--- src/rtl/dmabs_pkg.sv ---
// shared types and constants for the dma axi burst splitter
// no dependencies; imported by every module of the block
package dmabs_pkg;

  localparam int BeatBytesDef = 64;
  localparam int FifoDepthDef = 16;
  localparam int PageBytesDef = 4096;

  // burst limit register and the largest burst
  localparam int          CfgW       = 5;
  localparam int          LimW       = 5;
  localparam int          MaxBurst   = 16;
  localparam logic [4:0]  BurstReset = 5'd16;

  // stream payload widths, padded to whole bytes
  localparam int InW  = 136;
  localparam int OutW = 192;

  typedef enum logic [1:0] {
    OP_LOAD  = 2'd0,
    OP_READ  = 2'd1,
    OP_WRITE = 2'd2,
    OP_RSVD  = 2'd3
  } dmabs_op_e;

  typedef enum logic [1:0] {
    KIND_STATUS = 2'd0,
    KIND_BEAT   = 2'd1,
    KIND_WRSIZE = 2'd2
  } dmabs_kind_e;

  typedef enum logic [2:0] {
    ST_OK        = 3'd0,
    ST_BUSY      = 3'd1,
    ST_RANGE     = 3'd2,
    ST_UNALIGNED = 3'd3,
    ST_NARROW    = 3'd4,
    ST_NOTHING   = 3'd5
  } dmabs_status_e;

  typedef enum logic {
    S_IDLE = 1'b0,
    S_READ = 1'b1
  } dmabs_state_e;

  // controller to datapath
  typedef struct packed {
    logic take;   // input item accepted this cycle
    logic beat;   // issue one read beat this cycle
  } dmabs_cmd_t;

  // datapath to controller
  typedef struct packed {
    logic read_go;    // offered item is a read burst with beats to issue
    logic beat_last;  // current beat ends the burst
  } dmabs_sts_t;

  // input item fields, source_address in the lowest bits
  typedef struct packed {
    logic [2:0]  pad;
    logic [31:0] write_offset;
    logic [4:0]  fifo_free;
    logic [31:0] transfer_bytes;
    logic [31:0] destination_address;
    logic [31:0] source_address;
  } dmabs_in_t;

  // result item fields, status in the lowest bits
  typedef struct packed {
    logic [4:0]  pad;
    logic [4:0]  burst_length;
    logic [63:0] byte_strobe;
    logic [31:0] data_position;
    logic [5:0]  destination_lane;
    logic [5:0]  source_lane;
    logic [6:0]  valid_bytes;
    logic [31:0] bus_destination;
    logic [31:0] bus_source;
    logic [2:0]  status;
  } dmabs_res_t;

endpackage

--- src/rtl/dma_axi_burst_splitter_unit.sv ---
// Burst splitter of a copy DMA: checks descriptors and forms AXI read beats
// and write burst sizes.
// Input stream: tuser carries the operation (load, read burst, write burst),
// tdata the descriptor fields, the free FIFO entries and the write offset.
// Output stream: tuser carries the result kind, tlast marks the final result
// of an input item, tdata the status, aligned addresses, lanes and strobe.
// Config channel: one write-only register, the burst limit in beats.
// A load, write-burst or refused item gives one result in the next cycle
// after it is accepted, and the next item can be accepted as soon as the
// output register is free or draining. A read burst is set up when it is
// accepted and then issues one beat per cycle while the output register
// is free or draining; the beat former holds the input meanwhile.
// A single output register parts both sides: a stalled receiver holds the
// pending result and pauses beat issue; input is taken again once it drains.
// Reset clears the descriptor, leaves no burst pending and sets the burst
// limit to 16 beats. No clearing pass is needed.
// Depends on dmabs_pkg, dmabs_ctrl and dmabs_dp.
module dma_axi_burst_splitter_unit #(
  parameter int BEAT_BYTES = dmabs_pkg::BeatBytesDef,
  parameter int FIFO_DEPTH = dmabs_pkg::FifoDepthDef,
  parameter int PAGE_BYTES = dmabs_pkg::PageBytesDef
) (
  input  logic                        clk_i,
  input  logic                        rst_ni,
  // input stream
  input  logic                        s_axis_tvalid_i,
  output logic                        s_axis_tready_o,
  // source_address, destination_address, transfer_bytes, fifo_free,
  // write_offset, zero pad
  input  logic [dmabs_pkg::InW-1:0]   s_axis_tdata_i,
  // operation
  input  logic [1:0]                  s_axis_tuser_i,
  // output stream
  output logic                        m_axis_tvalid_o,
  input  logic                        m_axis_tready_i,
  // status, bus_source, bus_destination, valid_bytes, source_lane,
  // destination_lane, data_position, byte_strobe, burst_length, zero pad
  output logic [dmabs_pkg::OutW-1:0]  m_axis_tdata_o,
  // result_kind
  output logic [1:0]                  m_axis_tuser_o,
  output logic                        m_axis_tlast_o,
  // burst limit register
  input  logic                        cfg_valid_i,
  output logic                        cfg_ready_o,
  input  logic [dmabs_pkg::CfgW-1:0]  cfg_data_i
);
  import dmabs_pkg::*;

  dmabs_cmd_t  cmd;
  dmabs_sts_t  sts;
  dmabs_kind_e out_kind;
  dmabs_res_t  out_res;
  dmabs_in_t   in_data;
  dmabs_op_e   in_op;

  assign in_data     = dmabs_in_t'(s_axis_tdata_i);
  assign in_op       = dmabs_op_e'(s_axis_tuser_i);
  assign cfg_ready_o = 1'b1;

  dmabs_ctrl u_ctrl (
    .clk_i     (clk_i),
    .rst_ni    (rst_ni),
    .s_valid_i (s_axis_tvalid_i),
    .s_ready_o (s_axis_tready_o),
    .m_valid_o (m_axis_tvalid_o),
    .m_ready_i (m_axis_tready_i),
    .sts_i     (sts),
    .cmd_o     (cmd)
  );

  dmabs_dp #(
    .BEAT_BYTES (BEAT_BYTES),
    .FIFO_DEPTH (FIFO_DEPTH),
    .PAGE_BYTES (PAGE_BYTES)
  ) u_dp (
    .clk_i      (clk_i),
    .rst_ni     (rst_ni),
    .cmd_i      (cmd),
    .sts_o      (sts),
    .cfg_we_i   (cfg_valid_i && cfg_ready_o),
    .cfg_data_i (cfg_data_i),
    .in_op_i    (in_op),
    .in_data_i  (in_data),
    .out_kind_o (out_kind),
    .out_last_o (m_axis_tlast_o),
    .out_res_o  (out_res)
  );

  assign m_axis_tdata_o = OutW'(out_res);
  assign m_axis_tuser_o = 2'(out_kind);

  // input is only taken when the output slot is free or draining
  a_ready_slot: assert property (@(posedge clk_i) disable iff (!rst_ni)
    s_axis_tready_o |-> (!m_axis_tvalid_o || m_axis_tready_i))
    else $error("input taken while a result is stuck");

  // anything but a read burst answers in the next cycle
  a_single_result: assert property (@(posedge clk_i) disable iff (!rst_ni)
    (s_axis_tvalid_i && s_axis_tready_o && (in_op != OP_READ)) |=> m_axis_tvalid_o)
    else $error("single-result item gave no result");

  // status and write-size results always end their item
  a_single_last: assert property (@(posedge clk_i) disable iff (!rst_ni)
    (m_axis_tvalid_o && (out_kind != KIND_BEAT)) |-> m_axis_tlast_o)
    else $error("single result without last");

  // a read beat always carries bytes
  a_beat_nonempty: assert property (@(posedge clk_i) disable iff (!rst_ni)
    (m_axis_tvalid_o && (out_kind == KIND_BEAT)) |-> (out_res.valid_bytes != '0))
    else $error("empty read beat");

endmodule

--- src/rtl/dmabs_ctrl.sv ---
// controller state machine of the burst splitter
// sequences input acceptance, read beats and the output register valid
// depends on dmabs_pkg
module dmabs_ctrl (
  input  logic                   clk_i,
  input  logic                   rst_ni,
  input  logic                   s_valid_i,
  output logic                   s_ready_o,
  output logic                   m_valid_o,
  input  logic                   m_ready_i,
  input  dmabs_pkg::dmabs_sts_t  sts_i,
  output dmabs_pkg::dmabs_cmd_t  cmd_o
);
  import dmabs_pkg::*;

  dmabs_state_e state_q, state_d;
  logic         out_valid_q, out_valid_d;
  logic         out_free;

  assign out_free  = !out_valid_q || m_ready_i;
  assign m_valid_o = out_valid_q;

  always_ff @(posedge clk_i or negedge rst_ni) begin
    if (!rst_ni) begin
      state_q     <= S_IDLE;
      out_valid_q <= 1'b0;
    end else begin
      state_q     <= state_d;
      out_valid_q <= out_valid_d;
    end
  end

  always_comb begin
    state_d     = state_q;
    out_valid_d = out_valid_q && !m_ready_i;
    cmd_o       = '0;
    s_ready_o   = 1'b0;
    unique case (state_q)
      S_IDLE: begin
        s_ready_o = out_free;
        if (s_valid_i && out_free) begin
          cmd_o.take = 1'b1;
          if (sts_i.read_go) begin
            state_d = S_READ;
          end else begin
            out_valid_d = 1'b1;
          end
        end
      end
      S_READ: begin
        // one beat per cycle while the output slot drains
        if (out_free) begin
          cmd_o.beat  = 1'b1;
          out_valid_d = 1'b1;
          if (sts_i.beat_last) begin
            state_d = S_IDLE;
          end
        end
      end
      default: begin
        state_d = S_IDLE;
      end
    endcase
  end

endmodule

--- src/rtl/dmabs_dp.sv ---
// datapath of the burst splitter: descriptor state, load checks,
// read beat former, write burst sizing and the output register
// depends on dmabs_pkg
module dmabs_dp #(
  parameter int BEAT_BYTES = dmabs_pkg::BeatBytesDef,
  parameter int FIFO_DEPTH = dmabs_pkg::FifoDepthDef,
  parameter int PAGE_BYTES = dmabs_pkg::PageBytesDef
) (
  input  logic                        clk_i,
  input  logic                        rst_ni,
  input  dmabs_pkg::dmabs_cmd_t       cmd_i,
  output dmabs_pkg::dmabs_sts_t       sts_o,
  input  logic                        cfg_we_i,
  input  logic [dmabs_pkg::CfgW-1:0]  cfg_data_i,
  input  dmabs_pkg::dmabs_op_e        in_op_i,
  input  dmabs_pkg::dmabs_in_t        in_data_i,
  output dmabs_pkg::dmabs_kind_e      out_kind_o,
  output logic                        out_last_o,
  output dmabs_pkg::dmabs_res_t       out_res_o
);
  import dmabs_pkg::*;

  localparam int BW    = $clog2(BEAT_BYTES);
  localparam int PW    = $clog2(PAGE_BYTES);
  localparam int NB_W  = BW + 1;
  localparam int PR_W  = PW + 1;
  localparam int BL_W  = LimW + BW;
  localparam int CW    = (PR_W > BL_W) ? PR_W : BL_W;
  localparam int FF_W  = ($clog2(FIFO_DEPTH + 1) > 5) ? $clog2(FIFO_DEPTH + 1) : 5;
  localparam int BT_W  = 32 - BW + 1;

  // descriptor state
  logic [CfgW-1:0] cfg_q;
  logic            active_q, active_d;
  logic [31:0]     cur_src_q, cur_src_d;
  logic [31:0]     cur_dst_q, cur_dst_d;
  logic [31:0]     dst_base_q, dst_base_d;
  logic [31:0]     len_q, len_d;
  logic [31:0]     pos_q, pos_d;
  logic [31:0]     rem_q, rem_d;
  // burst bookkeeping
  logic [LimW-1:0] limit_q, limit_d;
  logic [LimW-1:0] count_q, count_d;
  logic [BL_W-1:0] byte_limit_q, byte_limit_d;
  logic [BL_W-1:0] issued_q, issued_d;
  // output register
  dmabs_kind_e     kind_q, kind_d;
  logic            last_q, last_d;
  dmabs_res_t      res_q, res_d;

  logic [LimW-1:0] cap;
  // load checks
  logic [31:0]     len_m1;
  logic [BW-1:0]   ld_so, ld_dso;
  logic            ld_big, ld_busy, ld_range, ld_unal, ld_narrow;
  dmabs_status_e   ld_status;
  // read start
  logic [FF_W-1:0] freeb;
  logic [LimW-1:0] rd_limit;
  logic [CW-1:0]   rd_lim_bytes, rd_room;
  // beat former
  logic [BW-1:0]   s_off, d_off;
  logic [PR_W-1:0] pr_s, pr_d, rem_cap, nb_pr;
  logic [NB_W-1:0] nb;
  logic [63:0]     ones, strobe;
  // write sizing
  logic            wr_ok;
  logic [31:0]     wr_rem, wr_dsum, wr_dal;
  logic [BT_W-1:0] wr_beats;
  logic [PR_W-1:0] wr_dbeats;
  logic [31:0]     wr_len;

  // register 0 means one beat, anything above the largest burst is clipped
  always_comb begin
    if (cfg_q == '0) begin
      cap = LimW'(1);
    end else if (32'(cfg_q) > 32'(MaxBurst)) begin
      cap = LimW'(MaxBurst);
    end else begin
      cap = LimW'(cfg_q);
    end
  end

  // load descriptor checks
  always_comb begin
    len_m1   = in_data_i.transfer_bytes - 32'd1;
    ld_so    = in_data_i.source_address[BW-1:0];
    ld_dso   = in_data_i.destination_address[BW-1:0];
    ld_big   = in_data_i.transfer_bytes >= 32'(BEAT_BYTES);
    ld_busy  = active_q && (rem_q != '0);
    ld_range = (in_data_i.transfer_bytes != '0) &&
               ((len_m1 > ~in_data_i.source_address) ||
                (len_m1 > ~in_data_i.destination_address));
    ld_unal  = ld_big && ((ld_so != '0) || (ld_dso != '0));
    ld_narrow = !ld_big && (in_data_i.transfer_bytes != '0) &&
                ((NB_W'(in_data_i.transfer_bytes[BW-1:0]) >
                  NB_W'(BEAT_BYTES) - NB_W'(ld_so)) ||
                 (NB_W'(in_data_i.transfer_bytes[BW-1:0]) >
                  NB_W'(BEAT_BYTES) - NB_W'(ld_dso)));
    priority if (ld_busy)   ld_status = ST_BUSY;
    else if (ld_range)      ld_status = ST_RANGE;
    else if (ld_unal)       ld_status = ST_UNALIGNED;
    else if (ld_narrow)     ld_status = ST_NARROW;
    else                    ld_status = ST_OK;
  end

  // read burst setup and the per-beat former
  always_comb begin
    freeb = (32'(in_data_i.fifo_free) > 32'(FIFO_DEPTH)) ? FF_W'(FIFO_DEPTH)
                                                          : FF_W'(in_data_i.fifo_free);
    rd_limit = (32'(cap) < 32'(freeb)) ? cap : LimW'(freeb);

    s_off = cur_src_q[BW-1:0];
    d_off = cur_dst_q[BW-1:0];
    pr_s  = PR_W'(PAGE_BYTES) - PR_W'(cur_src_q[PW-1:0]);
    pr_d  = PR_W'(PAGE_BYTES) - PR_W'(cur_dst_q[PW-1:0]);

    rd_lim_bytes = CW'({rd_limit, {BW{1'b0}}});
    rd_room      = CW'(pr_s);

    rem_cap = (rem_q >= 32'(BEAT_BYTES)) ? PR_W'(BEAT_BYTES) : PR_W'(rem_q[BW-1:0]);
    nb_pr   = rem_cap;
    if (pr_s < nb_pr) nb_pr = pr_s;
    if (pr_d < nb_pr) nb_pr = pr_d;
    nb = NB_W'(nb_pr);

    ones   = ~({64{1'b1}} << nb);
    strobe = (nb == NB_W'(BEAT_BYTES)) ? ones : (ones << d_off);
  end

  assign sts_o.read_go   = (in_op_i == OP_READ) && active_q && (rem_q != '0) &&
                           (freeb != '0);
  assign sts_o.beat_last = (rem_q == 32'(nb)) ||
                           (LimW'(count_q + LimW'(1)) >= limit_q) ||
                           (BL_W'(issued_q + BL_W'(nb)) >= byte_limit_q);

  // write burst sizing
  always_comb begin
    wr_ok     = active_q && (in_data_i.write_offset < pos_q);
    wr_rem    = len_q - in_data_i.write_offset;
    wr_beats  = BT_W'(wr_rem[31:BW]) + BT_W'(wr_rem[BW-1:0] != '0);
    wr_dsum   = dst_base_q + in_data_i.write_offset;
    wr_dal    = {wr_dsum[31:BW], {BW{1'b0}}};
    wr_dbeats = (PR_W'(PAGE_BYTES) - PR_W'(wr_dal[PW-1:0])) >> BW;
    wr_len    = 32'(cap);
    if (32'(wr_beats) < wr_len)  wr_len = 32'(wr_beats);
    if (32'(wr_dbeats) < wr_len) wr_len = 32'(wr_dbeats);
  end

  // next state
  always_comb begin
    active_d     = active_q;
    cur_src_d    = cur_src_q;
    cur_dst_d    = cur_dst_q;
    dst_base_d   = dst_base_q;
    len_d        = len_q;
    pos_d        = pos_q;
    rem_d        = rem_q;
    limit_d      = limit_q;
    count_d      = count_q;
    byte_limit_d = byte_limit_q;
    issued_d     = issued_q;
    kind_d       = kind_q;
    last_d       = last_q;
    res_d        = res_q;

    if (cmd_i.take) begin
      // status-only result unless overridden below
      kind_d       = KIND_STATUS;
      last_d       = 1'b1;
      res_d        = '0;
      res_d.status = ST_NOTHING;
      unique case (in_op_i)
        OP_LOAD: begin
          res_d.status = ld_status;
          if (ld_status == ST_OK) begin
            active_d   = 1'b1;
            cur_src_d  = in_data_i.source_address;
            cur_dst_d  = in_data_i.destination_address;
            dst_base_d = in_data_i.destination_address;
            len_d      = in_data_i.transfer_bytes;
            rem_d      = in_data_i.transfer_bytes;
            pos_d      = '0;
          end
        end
        OP_READ: begin
          if (sts_o.read_go) begin
            limit_d      = rd_limit;
            count_d      = '0;
            issued_d     = '0;
            byte_limit_d = BL_W'((rd_room < rd_lim_bytes) ? rd_room : rd_lim_bytes);
          end
        end
        OP_WRITE: begin
          if (wr_ok) begin
            kind_d               = KIND_WRSIZE;
            res_d.status         = ST_OK;
            res_d.bus_destination = wr_dal;
            res_d.data_position  = in_data_i.write_offset;
            res_d.burst_length   = 5'(wr_len);
          end
        end
        OP_RSVD: begin
          res_d.status = ST_NOTHING;
        end
        default: begin
          res_d.status = ST_NOTHING;
        end
      endcase
    end

    if (cmd_i.beat) begin
      kind_d                 = KIND_BEAT;
      last_d                 = sts_o.beat_last;
      res_d                  = '0;
      res_d.status           = ST_OK;
      res_d.bus_source       = {cur_src_q[31:BW], {BW{1'b0}}};
      res_d.bus_destination  = {cur_dst_q[31:BW], {BW{1'b0}}};
      res_d.valid_bytes      = 7'(nb);
      res_d.source_lane      = 6'(s_off);
      res_d.destination_lane = 6'(d_off);
      res_d.data_position    = pos_q;
      res_d.byte_strobe      = strobe;
      cur_src_d              = cur_src_q + 32'(nb);
      cur_dst_d              = cur_dst_q + 32'(nb);
      pos_d                  = pos_q + 32'(nb);
      rem_d                  = rem_q - 32'(nb);
      count_d                = LimW'(count_q + LimW'(1));
      issued_d               = BL_W'(issued_q + BL_W'(nb));
    end
  end

  always_ff @(posedge clk_i or negedge rst_ni) begin
    if (!rst_ni) begin
      cfg_q      <= BurstReset;
      active_q   <= 1'b0;
      cur_src_q  <= '0;
      cur_dst_q  <= '0;
      dst_base_q <= '0;
      len_q      <= '0;
      pos_q      <= '0;
      rem_q      <= '0;
    end else begin
      if (cfg_we_i) begin
        cfg_q <= cfg_data_i;
      end
      active_q   <= active_d;
      cur_src_q  <= cur_src_d;
      cur_dst_q  <= cur_dst_d;
      dst_base_q <= dst_base_d;
      len_q      <= len_d;
      pos_q      <= pos_d;
      rem_q      <= rem_d;
    end
  end

  always_ff @(posedge clk_i) begin
    limit_q      <= limit_d;
    count_q      <= count_d;
    byte_limit_q <= byte_limit_d;
    issued_q     <= issued_d;
    kind_q       <= kind_d;
    last_q       <= last_d;
    res_q        <= res_d;
  end

  assign out_kind_o = kind_q;
  assign out_last_o = last_q;
  assign out_res_o  = res_q;

endmodule
--- config.mk ---
export PLATFORM = sky130hd
export DESIGN_NAME = dma_axi_burst_splitter_unit
export DESIGN_NICKNAME = d
export VERILOG_FILES = /design/src/rtl/dmabs_pkg.sv /design/src/rtl/dma_axi_burst_splitter_unit.sv /design/src/rtl/dmabs_ctrl.sv /design/src/rtl/dmabs_dp.sv
export SDC_FILE = /design/constraint.sdc
export NUM_CORES = 2
export LEC_CHECK = 0
export BUFFER_PORTS_ARGS = -buffer_cell sky130_fd_sc_hd__buf_4
export CAP_MARGIN = 20
export CORE_MARGIN = 2
export CORE_UTILIZATION = 30
export DETAILED_ROUTE_END_ITERATION = 8
export HOLD_SLACK_MARGIN = 0.02
export PLACE_DENSITY = 0.58
export SYNTH_ARGS = -nofsm -noshare
export SYNTH_HDL_FRONTEND = slang
export SYNTH_SLANG_ARGS = --single-unit
export TNS_END_PERCENT = 20
--- constraint.sdc ---
create_clock -name clk_i -period 9.9 [get_ports clk_i]
set_input_delay 1.98 -clock clk_i [delete_from_list [all_inputs] [get_ports clk_i]]
set_output_delay 1.98 -clock clk_i [all_outputs]
set_load 0.01 [all_outputs]
==> impl_metrics.csv <==
group,metric,value,unit
synth,synth_cell_types,118,
critical_path,critPathKind,"register to register",
final_layout,fin_cells,5885,
worst_hold_path,hp-class,"register to register",
critical_path,reg2reg_depth,41,
synth,synth-edff-count,200,
detailed_routing,drc,0,
timing,finClkSkew,59.1,ps
final_layout,drive_above_1_share,18.3,%
clocking,clock_latency,680,ps
detailed_routing,detail-route-antenna-nets,0,
timing,hold_viol_final,0,
timing,hold_slack,456,ps
synth,ys.flop_type,"edfxtp_1",
clocking,cts_setup_buffers,0,
floorplan,die_w,339,µm
timing,relSlewSlack,26.1,%
synth,synth_top_area_cell,"edfxtp_1",
clocking,cts-root-buf,"clkbuf_16",
detailed_routing,drt_iter0_markers,4217,
placed_design,dp.cells,5776,
placed_design,portBuffers,324,
floorplan,die_y,339,µm
floorplan,initial_core_util,30.4,%
grt,grt_antenna_before_repair,22,
critical_path,crit_top_cell,"a21o_1",
clocking,cts_max_path_buffers,3,
power,peakVddDrop,0.000163,V
critical_path,worst-path-max-fanout,5,
final_layout,syn_to_final_growth,20.7,%
final_layout,layout.nets,4763,
timing,finalSetupViolCount,0,
timing,rsz0062_at_grt,"false",
synth,synth_area,33700,µm²
grt,grt_max_degree,107,
power,power.static_leakage,17.8,nW
critical_path,endpoint_kind,"register",
critical_path,crit_arrival,9970,ps
power,power_density,250,nW/µm²
clocking,cts_tree,"built",
synth,syn_area_per_cell,8.54,µm²
synth,ys_seq_area_share,33.3,%
worst_hold_path,hold_depth,2,
critical_path,max_stage_delay,720,ps
run,drv_cap,0,
synth,async_flop_share,48.8,%
floorplan,die_area,115000,µm²
synth,ys_ff_latch,410,
floorplan,rows,122,
floorplan,ios,346,
grt,track_usage,24.1,%
detailed_routing,drtPass1Iterations,6,
power,p_total,10.2,mW
synth,yosys-top-cells-count,"471 x nand2_1, 352 x nor2_1, 266 x ha_1, 243 x a21oi_1, 241 x o21ai_0",
timing,tns,0,ps
timing,finalWorstPathRequiredPeriod,9420,ps
clocking,cts_buffers,53,
critical_path,cp.required,10460,ps
synth,yosys-top-cells-area,"edfxtp_1 18%, dfrtp_1 15%, ha_1 9.9%, nand2_1 5.2%, nor2_1 3.9%",
clocking,cts.sinks,410,
final_layout,utilization,36.6,%
synth,yosys_warnings,0,
critical_path,start_kind,"register",
outcome,outcome,"completed",
detailed_routing,wirelength,143000,µm
critical_path,critPathSlowestCell,"a21oi_1",
floorplan,core-area,111000,µm²
timing,fmax,106,MHz
detailed_routing,wl_per_cell,24.4,µm
clocking,post_cts_resized,0,
clocking,htreeDepth,2,
synth,synth_top_area_share,17.8,%
clocking,hold_buffers,0,
placed_design,globalplace.congestion,1.01,
detailed_routing,vias_per_cell,5.74,
placed_design,hpwl,110000,µm
detailed_routing,num_vias,33800,
timing,slew_viol_final,0,
synth,synth.most_common_cell,"nand2_1",
synth,netlist_instances,3942,
grt,grt_overflow,0,
timing,tightestPinTransition,1090,ps
timing,fin_crit_sh,95.1,%
grt,grt_pass1_wl,211000,µm
grt,grt_pass1_vias,31400,
clocking,clk_pin_slew,60,ps
final_layout,n_fill_cell,11400,
==> cell families after synthesis <==
kind of cell               count (synthesis)  share of synthesized area, %
adders and majority gates                272                          10.2
other                                      2                        0.0223
muxes                                    130                          4.29
and+or+nand+nor                         1445                          20.4
AOI/OAI and AO/OA                       1122                          23.1
DFF                                      410                          33.3
xor gates and xnor gates                 141                          3.67
buffers and inverters                    420                          5.03
==> path summary, 6_finish.rpt <==
kind / startpoint / endpoint / slack (ps)
max reg2reg: u_dp.rem_q[9]$_DFFE_PN0P_ / u_dp.cur_src_q[24]$_DFFE_PN0P_ / 480
min: u_dp.out_kind_o[0]$_SDFFE_PP1P_ / u_dp.out_kind_o[0]$_SDFFE_PP1P_ / 460
min reg2reg: u_dp.out_kind_o[0]$_SDFFE_PP1P_ / u_dp.out_kind_o[0]$_SDFFE_PP1P_ / 460
min in group asynchronous: rst_ni / u_dp.dst_base_q[30]$_DFFE_PN0P_ / 1290
max: u_dp.rem_q[9]$_DFFE_PN0P_ / u_dp.cur_src_q[24]$_DFFE_PN0P_ / 480
max in group asynchronous: rst_ni / u_dp.cur_dst_q[2]$_DFFE_PN0P_ / 7140
==> metal layers <==
metal	up-vias	share of wire, %	GRT usage (%)
met5	-	0.14	0
met2	1660	42	35.5
met1	16400	44	34.1
met4	32	3.1	7.41
met3	270	10	6.33
li1	15400	-	-
==> final cells by class <==
type / count / area (µm²) / share of cell area [%]
Inverter: 187 / 709 / 1.74
Tap cell: 1488 / 1860 / 4.58
Clock inverter: 26 / 265 / 0.652
Timing Repair Buffer: 555 / 4200 / 10.3
Sequential cell: 410 / 11200 / 27.6
Multi-Input combinational cell: 3136 / 20900 / 51.4
Clock buffer: 72 / 1470 / 3.61
Antenna cell: 11 / 27.5 / 0.0677
==> critical path, delay by kind of cell, from the launching register on <==
kind | cells | cell delay (ps)
simple gates | 16 | 3430
buf+inv | 5 | 850
compound gates | 17 | 3780
fa+ha+maj | 3 | 790
flops | 1 | 420
==> report_power, final <==
group	switching (mW)	internal [mW]
clock	0.852	1.12
combinational	3.70	2.18
sequential	0.275	2.06
total	4.83	5.36
==> per-stage QoR <==
step | worst slack, ps | cell area [µm²]
2_1_floorplan | 861 | 33800
3_3_place_gp | 801 | 38900
3_5_place_dp | 683 | 38900
4_1_cts | 655 | 40600
5_1_grt | 59.1 | 40600
6_report | 484 | 40700
==> layout by cell type, fill, tap and decap left out, types with 23 or more instances in the layout <==
cell / instances
nand3_1: 123
nand2_1: 470
buf_4: 552
xnor2_1: 79
a221o_1: 24
conb_1: 26
nor3_1: 97
a31oi_1: 38
inv_1: 177
and3_1: 70
clkbuf_16: 53
dfrtp_1: 196
or3_1: 34
a21oi_1: 243
o21ai_0: 240
nor4_1: 40
a22o_1: 62
mux2_2: 54
and2_1: 28
ha_1: 266
a21o_1: 58
a211oi_1: 52
o211ai_1: 40
edfxtp_1: 200
nor2b_1: 49
nand4_1: 52
mux2i_1: 70
nor2_1: 351
o31ai_1: 23
xor2_1: 62
nand2b_1: 45
o21a_1: 38
==> flip-flops by register name (all words and copies together) (netlist names), 2 cells and up <==
signal	flops
u_dp.out_kind_o	2
u_dp.rem_q	32
u_dp.issued_q	11
u_dp.limit_q	5
u_dp.byte_limit_q	11
u_dp.len_q	32
u_dp.pos_q	32
u_dp.cur_src_q	32
u_dp.out_res_o	175
u_dp.dst_base_q	32
u_dp.cfg_q	5
u_dp.count_q	5
u_dp.cur_dst_q	32
(Power assumes the default switching activity.)
